## src/design/es2d_pkg.sv

```systemverilog
// Package for epoch_seconds_to_date: calendar constants, reciprocal
// constants for the divide-by-constant steps, month start table.
// No dependencies.
package es2d_pkg;

  localparam int unsigned SecsPerMinute = 60;
  localparam int unsigned SecsPerDay    = 86400;
  localparam int unsigned DaysPlainYear = 365;
  localparam int unsigned DaysQuad      = 4 * DaysPlainYear + 1;
  localparam int unsigned YearBeforeBase = 1969;
  localparam logic [31:0] LimitSeconds  = 32'd4102444800;

  // floor(2^40 / 675): (secs >> 7) / 675 == secs / 86400, estimate low by at most 1
  localparam logic [30:0] DayRecip      = 31'd1628906115;
  localparam int unsigned DayRecipShift = 40;
  // ceil(2^27 / 1461): exact for dividends below 94519
  localparam logic [16:0] QuadRecip     = 17'd91868;
  localparam int unsigned QuadRecipShift = 27;
  // ceil(2^19 / 15): exact for dividends below 74898
  localparam logic [15:0] Div15Recip    = 16'd34953;
  localparam int unsigned Div15Shift    = 19;

  // First day of year (0-based) of each month, February per leap flag
  function automatic logic [8:0] month_start(input logic [3:0] m, input logic leap);
    logic [8:0] base;
    case (m)
      4'd0:    base = 9'd0;
      4'd1:    base = 9'd31;
      4'd2:    base = 9'd59;
      4'd3:    base = 9'd90;
      4'd4:    base = 9'd120;
      4'd5:    base = 9'd151;
      4'd6:    base = 9'd181;
      4'd7:    base = 9'd212;
      4'd8:    base = 9'd243;
      4'd9:    base = 9'd273;
      4'd10:   base = 9'd304;
      4'd11:   base = 9'd334;
      default: base = 9'd0;
    endcase
    if (leap && m >= 4'd2) begin
      base = base + 9'd1;
    end
    return base;
  endfunction

endpackage

```

## src/design/epoch_seconds_to_date.sv

```systemverilog
// Top level of epoch_seconds_to_date: eight-stage pipeline turning seconds
// since 1970-01-01 into year, month, day, hour, minute. Uses es2d_pkg.
// Strobe: out_valid marks each result as its item leaves the last stage.
// Throughput: one item per cycle; busy is never raised, receiver cannot stall.
// Reset: synchronous active-low rst_n clears all stage valid bits only.
module epoch_seconds_to_date (
  input  logic        clk,
  input  logic        rst_n,
  input  logic        start,
  output logic        busy,
  input  logic [31:0] in_epoch_seconds,
  output logic        out_valid,
  output logic [11:0] out_year_number,
  output logic [3:0]  out_month_number,
  output logic [4:0]  out_day_of_month,
  output logic [4:0]  out_hour_of_day,
  output logic [5:0]  out_minute_of_hour,
  output logic        out_out_of_range
);
  import es2d_pkg::*;

  // stage valid bits
  logic [7:0] vld_r, vld_nxt;

  // stage payload registers
  logic [31:0] secs1_r, secs2_r, secs3_r;
  logic        oor2_r, oor3_r, oor4_r, oor5_r, oor6_r, oor7_r;
  logic [15:0] dest2_r, dest3_r, dest2_nxt;
  logic [31:0] prod3_r, prod3_nxt;
  logic [15:0] days4_r, days4_nxt;
  logic [16:0] sod4_r, sod4_nxt;
  logic [15:0] dplus5_r, dplus5_nxt;
  logic [5:0]  quad5_r, quad5_nxt, quad6_r;
  logic [10:0] mod5_r, mod5_nxt, mod6_r;
  logic [10:0] rem6_r, rem6_nxt;
  logic [4:0]  hour6_r, hour6_nxt, hour7_r;
  logic [11:0] year7_r, year7_nxt;
  logic [8:0]  doy7_r, doy7_nxt;
  logic        leap7_r, leap7_nxt;
  logic [5:0]  minute7_r, minute7_nxt;

  // output registers
  logic [11:0] year_r, year_nxt;
  logic [3:0]  month_r, month_nxt;
  logic [4:0]  day_r, day_nxt;
  logic [4:0]  hour_r, hour_nxt;
  logic [5:0]  minute_r, minute_nxt;
  logic        oor_r;

  // intermediates
  logic [55:0] day_prod;
  logic [31:0] rem_full;
  logic        day_corr;
  logic [32:0] quad_prod;
  logic [30:0] mod_prod;
  logic [15:0] quad_mul;
  logic [24:0] hour_prod;
  logic [1:0]  yr_in;
  logic [3:0]  mon_idx;
  logic [8:0]  mon_base;

  assign busy = 1'b0;

  // valid chain
  always_comb begin
    vld_nxt = {vld_r[6:0], start & ~busy};
  end

  always_ff @(posedge clk) begin
    if (!rst_n) begin
      vld_r <= '0;
    end else begin
      vld_r <= vld_nxt;
    end
  end

  // stage 2: range check, day estimate by reciprocal multiply
  always_comb begin
    day_prod  = 56'(secs1_r[31:7]) * 56'(DayRecip);
    dest2_nxt = day_prod[DayRecipShift +: 16];
  end

  // stage 3: back-multiply the estimate
  always_comb begin
    prod3_nxt = 32'(dest2_r) * 32'(SecsPerDay);
  end

  // stage 4: seconds of day, one correction step
  always_comb begin
    rem_full  = secs3_r - prod3_r;
    day_corr  = rem_full >= 32'(SecsPerDay);
    days4_nxt = dest3_r + 16'(day_corr);
    sod4_nxt  = day_corr ? 17'(rem_full - 32'(SecsPerDay)) : rem_full[16:0];
  end

  // stage 5: four-year cycle index and minute of day
  always_comb begin
    dplus5_nxt = days4_r + 16'(DaysPlainYear);
    quad_prod  = 33'(dplus5_nxt) * 33'(QuadRecip);
    quad5_nxt  = quad_prod[QuadRecipShift +: 6];
    mod_prod   = 31'(sod4_r[16:2]) * 31'(Div15Recip);
    mod5_nxt   = mod_prod[Div15Shift +: 11];
  end

  // stage 6: day within the four-year cycle, hour of day
  always_comb begin
    quad_mul  = 16'(quad5_r) * 16'(DaysQuad);
    rem6_nxt  = 11'(dplus5_r - quad_mul);
    hour_prod = 25'(mod5_r[10:2]) * 25'(Div15Recip);
    hour6_nxt = hour_prod[Div15Shift +: 5];
  end

  // stage 7: year within the cycle, day of year, minute
  always_comb begin
    yr_in = 2'(rem6_r >= 11'(DaysPlainYear))
          + 2'(rem6_r >= 11'(2 * DaysPlainYear))
          + 2'(rem6_r >= 11'(3 * DaysPlainYear));
    doy7_nxt    = 9'(rem6_r - 11'(yr_in) * 11'(DaysPlainYear));
    leap7_nxt   = (yr_in == 2'd3);
    year7_nxt   = 12'(YearBeforeBase) + {4'd0, quad6_r, 2'b00} + 12'(yr_in);
    minute7_nxt = 6'(mod6_r - 11'(hour6_r) * 11'(SecsPerMinute));
  end

  // stage 8: month by comparing against month starts, then output mux
  always_comb begin
    mon_idx = '0;
    for (int m = 1; m < 12; m++) begin
      mon_idx = mon_idx + 4'(doy7_r >= month_start(4'(m), leap7_r));
    end
    mon_base = month_start(mon_idx, leap7_r);
    if (oor7_r) begin
      year_nxt   = '0;
      month_nxt  = '0;
      day_nxt    = '0;
      hour_nxt   = '0;
      minute_nxt = '0;
    end else begin
      year_nxt   = year7_r;
      month_nxt  = mon_idx + 4'd1;
      day_nxt    = 5'(doy7_r - mon_base) + 5'd1;
      hour_nxt   = hour7_r;
      minute_nxt = minute7_r;
    end
  end

  // payload registers, no reset
  always_ff @(posedge clk) begin
    secs1_r   <= in_epoch_seconds;
    secs2_r   <= secs1_r;
    oor2_r    <= secs1_r >= LimitSeconds;
    dest2_r   <= dest2_nxt;
    secs3_r   <= secs2_r;
    oor3_r    <= oor2_r;
    dest3_r   <= dest2_r;
    prod3_r   <= prod3_nxt;
    oor4_r    <= oor3_r;
    days4_r   <= days4_nxt;
    sod4_r    <= sod4_nxt;
    oor5_r    <= oor4_r;
    dplus5_r  <= dplus5_nxt;
    quad5_r   <= quad5_nxt;
    mod5_r    <= mod5_nxt;
    oor6_r    <= oor5_r;
    quad6_r   <= quad5_r;
    mod6_r    <= mod5_r;
    rem6_r    <= rem6_nxt;
    hour6_r   <= hour6_nxt;
    oor7_r    <= oor6_r;
    year7_r   <= year7_nxt;
    doy7_r    <= doy7_nxt;
    leap7_r   <= leap7_nxt;
    hour7_r   <= hour6_r;
    minute7_r <= minute7_nxt;
    year_r    <= year_nxt;
    month_r   <= month_nxt;
    day_r     <= day_nxt;
    hour_r    <= hour_nxt;
    minute_r  <= minute_nxt;
    oor_r     <= oor7_r;
  end

  assign out_valid          = vld_r[7];
  assign out_year_number    = year_r;
  assign out_month_number   = month_r;
  assign out_day_of_month   = day_r;
  assign out_hour_of_day    = hour_r;
  assign out_minute_of_hour = minute_r;
  assign out_out_of_range   = oor_r;

  // every result comes from an earlier input transfer
  a_valid_source: assert property (@(posedge clk) disable iff (!rst_n)
    out_valid |-> $past(start, 8))
    else $error("result without matching input transfer");

  // every transfer yields a result
  a_latency: assert property (@(posedge clk) disable iff (!rst_n)
    (start && !busy) |-> ##8 out_valid)
    else $error("input transfer lost in pipeline");

  // in-range results carry legal calendar fields
  a_fields_legal: assert property (@(posedge clk) disable iff (!rst_n)
    (out_valid && !out_out_of_range) |->
      (out_year_number >= 12'd1970 && out_year_number <= 12'd2099 &&
       out_month_number >= 4'd1 && out_month_number <= 4'd12 &&
       out_day_of_month >= 5'd1 && out_hour_of_day <= 5'd23 &&
       out_minute_of_hour <= 6'd59))
    else $error("calendar field out of bounds");

endmodule

```

## config.mk

```make
export PLATFORM = sky130hd
export DESIGN_NAME = epoch_seconds_to_date
export DESIGN_NICKNAME = d
export VERILOG_FILES = /design/src/design/es2d_pkg.sv /design/src/design/epoch_seconds_to_date.sv
export SDC_FILE = /design/constraint.sdc
export NUM_CORES = 2
export LEC_CHECK = 0
export BUFFER_PORTS_ARGS = -buffer_cell sky130_fd_sc_hd__buf_2
export CORE_ASPECT_RATIO = 0.75
export CORE_MARGIN = 1
export CORE_UTILIZATION = 59
export CTS_CLUSTER_DIAMETER = 120
export DETAILED_ROUTE_END_ITERATION = 6
export GPL_TIMING_DRIVEN = 0
export PLACE_DENSITY = 0.89
export SYNTH_ARGS = -nofsm -noshare
export SYNTH_HDL_FRONTEND = slang
export SYNTH_SLANG_ARGS = --single-unit
```

## constraint.sdc

```tcl
create_clock -name clk -period 8.1 [get_ports clk]
set_input_delay 1.62 -clock clk [delete_from_list [all_inputs] [get_ports clk]]
set_output_delay 1.62 -clock clk [all_outputs]
set_load 0.005 [all_outputs]
```

==> results.md <==
Floorplanning:
- The initial utilization of the core area, before any placement, comes to 59.6%.
- The die area is 54500 um2.
- The number of placement rows is 73.
- The count of pins on the block boundary is 70.
- The floorplan step set the die height to 202 um.
- From left edge to right edge, the die measures 269 um.
- The total area inside the core boundary comes to 53000 um2.

Logic synthesis:
- The leading cell type by number of instances after synthesis is sky130_fd_sc_hd__inv_1.
- By area the synthesized netlist is led by sky130_fd_sc_hd__ha_1 (29%), sky130_fd_sc_hd__fa_1 (24%), sky130_fd_sc_hd__dfxtp_1 (20%).
- In the synthesized netlist the async set-or-reset flop fraction comes to 0%.
- The area of the mapped netlist is 31600 um2.
- Ranked by instance count, the synthesized netlist is headed by sky130_fd_sc_hd__inv_1 (783), sky130_fd_sc_hd__ha_1 (724), sky130_fd_sc_hd__fa_1 (376).
- Sequential elements use 19.8% of the synthesized area.
- The share of the synthesized area in the top cell type is 28.7%.
- Yosys mapped a number of flops with a built-in enable equal to 0.
- Yosys printed 0 warnings.
- In the synthesized netlist the dominant register cell turns out to be sky130_fd_sc_hd__dfxtp_1.
- The number of flip-flops and latches in the synthesized netlist is 313.
- The library cell occupying the most area in the post-synthesis netlist is sky130_fd_sc_hd__ha_1.
- The mean instance size in the synthesized netlist is 10.3 um2.
- After technology mapping, the gate count stands at 3074.
- When the netlist entered floorplanning its net count stood at 4209.
- The synthesized netlist contains 79 unique library cells.

STA:
- Setup violations remaining at the end of the flow were counted as 0.
- The maximum clock rate is 0.126 GHz.
- The worst slew margin relative to its limit is 29.6%.
- The final number of hold-violating endpoints came to 0.
- The period utilization is 97.6%.
- The minimum clock period after layout is 7.91 ns.
- The worst-margin pin slew is 1.05 ns.
- For the final database, setup skew stands at 0.0277 ns.
- The max-slew violation count is 0.
- Hold timing on the final database bottoms out at a slack of 0.309 ns.

Routing:
- After detailed routing, the number of vias per cell comes to 5.46.
- The post-route DRC violation count is 1.
- The wire length reported by the detailed router is 69100 um.
- Across all layers, the routed design uses 21400 vias.
- In this run the remaining antenna-violating nets after routing total 0.
- The detailed-routing iteration count for the pre-antenna-repair pass is 7.
- The detailed router finished its first iteration with 1385 violations.
- The average wire per cell in the routed design is 17.6 um.

Global routing:
- Across every metal layer, demand over resource in global routing totals 25.9%.
- Summed over all layers, the global routing overflow is 0.
- The largest net degree at the start of global routing is 15.
- The number of antenna violations at the first check in global routing is 1.
- The first-pass GRT wire length is 113000 um.
- The number of global-route vias before repair is 22900.

CTS:
- TritonCTS built the clock tree.
- The number of buffers on the longest clock path is 3.
- The cell at the root of the clock tree is sky130_fd_sc_hd__clkbuf_16.
- The cts-stage hold buffer count is 0.
- The clock tree synthesis step divided the H-tree into 2 levels.
- The clock slew seen by the registers of the worst setup and hold paths is 0.06 ns.
- Buffers inserted during clock tree synthesis total 34.
- The latest clock arrival within the worst-skew pair is 0.55 ns.
- The tree built by TritonCTS fans out to 313 sinks.

Critical path:
- The largest fanout of any net on the critical path is 6.
- The worst reg2reg path startpoint is days4_r[0].
- Data on the critical path is required at its endpoint by 8.53 ns.
- The critical path launch point type is a flip-flop.
- The arrival time reported for the critical path endpoint is 8.34 ns.
- On the critical path, the stage with the largest delay is an instance of sky130_fd_sc_hd__fa_1.
- In this design, the stage delay of the slowest critical-path cell is 0.53 ns.
- By instance count, the cell type seen most on the critical path is sky130_fd_sc_hd__inv_1.
- The capturing element type of the critical path is a flip-flop.
- The type of the worst setup path is flip-flop to flip-flop.
- The startpoint of the worst setup timing path is days4_r[0].

Cells and area:
- The final standard cell utilization of the core is 64.4%.
- The share of layout cells above drive strength 1 is 5.54%.
- The net count of the finished layout is 4321.
- The area growth from synthesis to final layout is 8.02%.

Placed design:
- The post-detailed-placement half-perimeter wirelength is 56600 um.
- At the end of routability-driven placement, the weighted congestion stood at 1.01.
- Input and output buffers added on the ports amount to 66.

Worst hold path:
- The startpoint identified for the worst hold timing path is secs2_r[31].
- The path type of the worst min-delay path is flip-flop to flip-flop.

Flow run:
- The tool flagged a number of max-cap violations equal to 0.

Status:
- The final reports fail on design-rule violations.
- The flow ran to the end, but the final reports show violations.
logic make-up (layout without fill, tap and decap cells):
group                    after synthesis  count (layout)  synth area share [%]
multiplexers                           5               5                 0.178
buffers and inverters                798             935                  9.59
adder cells (fa/ha/maj)             1100            1100                  52.5
AND/OR/NAND/NOR                      325             325                  5.41
flip-flops                           313             313                  19.8
AO/OA/AOI/OAI                        362             362                  7.68
XOR/XNOR                             170             170                  4.78
other                                  1               2                0.0119
state kept, by name, indices dropped and copies added (netlist names), 12 cells and up:
register and count:
days4_r 16, prod3_r 24, dest2_r 16, secs2_r 30, sod4_r 15, year7_r 12
dest3_r 16, out_year_number 12, secs1_r 30, secs3_r 30
cells in the final DEF, fill, tap and decap left out, types with 46 or more instances in the layout:
master,synthesis,layout
sky130_fd_sc_hd__nor2_1,73,73
sky130_fd_sc_hd__ha_1,724,724
sky130_fd_sc_hd__a21o_1,57,57
sky130_fd_sc_hd__buf_2,0,66
sky130_fd_sc_hd__nand2_1,56,56
sky130_fd_sc_hd__dfxtp_1,313,313
sky130_fd_sc_hd__inv_1,783,781
sky130_fd_sc_hd__fa_1,376,376
sky130_fd_sc_hd__xnor2_1,118,117
sky130_fd_sc_hd__xor2_1,50,46
sky130_fd_sc_hd__o21ai_0,65,64
sky130_fd_sc_hd__a21oi_1,96,94
per-layer routing:
| metal | GRT usage [%] | share of wire, % | wire length, um |
|---|---|---|---|
| met1 | 32.8 | 41 | 28300 |
| met2 | 42.9 | 46 | 31700 |
| met3 | 7.53 | 10 | 6950 |
| met5 | 0 | 0.058 | 40 |
| met4 | 7.90 | 3.2 | 2190 |
layout make-up:
cell class / count / area [um2]
Antenna cell: 1 / 2.50
Buffer: 15 / 90.1
Sequential cell: 313 / 6270
Clock inverter: 15 / 185
Multi-Input combinational cell: 1963 / 22400
Tap cell: 712 / 891
Inverter: 783 / 2940
Fill cell: 3833 / 18900
Timing Repair Buffer: 76 / 405
Clock buffer: 46 / 956
through the flow:
| stage | worst slack [ns] | cell area [um2] | TNS [ns] | std cells |
|---|---|---|---|---|
| 2_1_floorplan | 0.585 | 31600 | 0 | 3074 |
| 3_3_place_gp | -0.561 | 32800 | -2.10 | 3852 |
| 3_5_place_dp | -0.790 | 32800 | -3.48 | 3852 |
| 5_1_grt | -0.103 | 34100 | -0.118 | 3923 |
| 6_report | 0.195 | 34100 | 0 | 3924 |
| 4_1_cts | 0.0649 | 34000 | 0 | 3916 |
timing repair:
action	in CTS	in global routing
pin swaps	2	3
endpoints found under the setup margin	6	5
buffers inserted	3	7
resized for setup	9	9
worst max-delay path: cells and delay by family (launching register included):
| family | cells | cell delay, ns |
|---|---|---|
| AO/OA/AOI/OAI | 7 | 1.38 |
| flip-flops | 1 | 0.32 |
| adder cells (fa/ha/maj) | 7 | 3.32 |
| XOR/XNOR | 2 | 0.32 |
| AND/OR/NAND/NOR | 8 | 1.50 |
| buffers and inverters | 10 | 0.95 |
worst paths after layout:
check,cells past startpoint,slack (ns),to
worst max-delay path,34,0.19,quad5_r[5]
worst min-delay path,0,0.31,secs3_r[31]
worst max register to register,34,0.19,quad5_r[5]
worst min register to register,0,0.31,secs3_r[31]
Power is not shown: default switching activity piles up to over one toggle a cycle in this logic, so the estimate is an artifact.
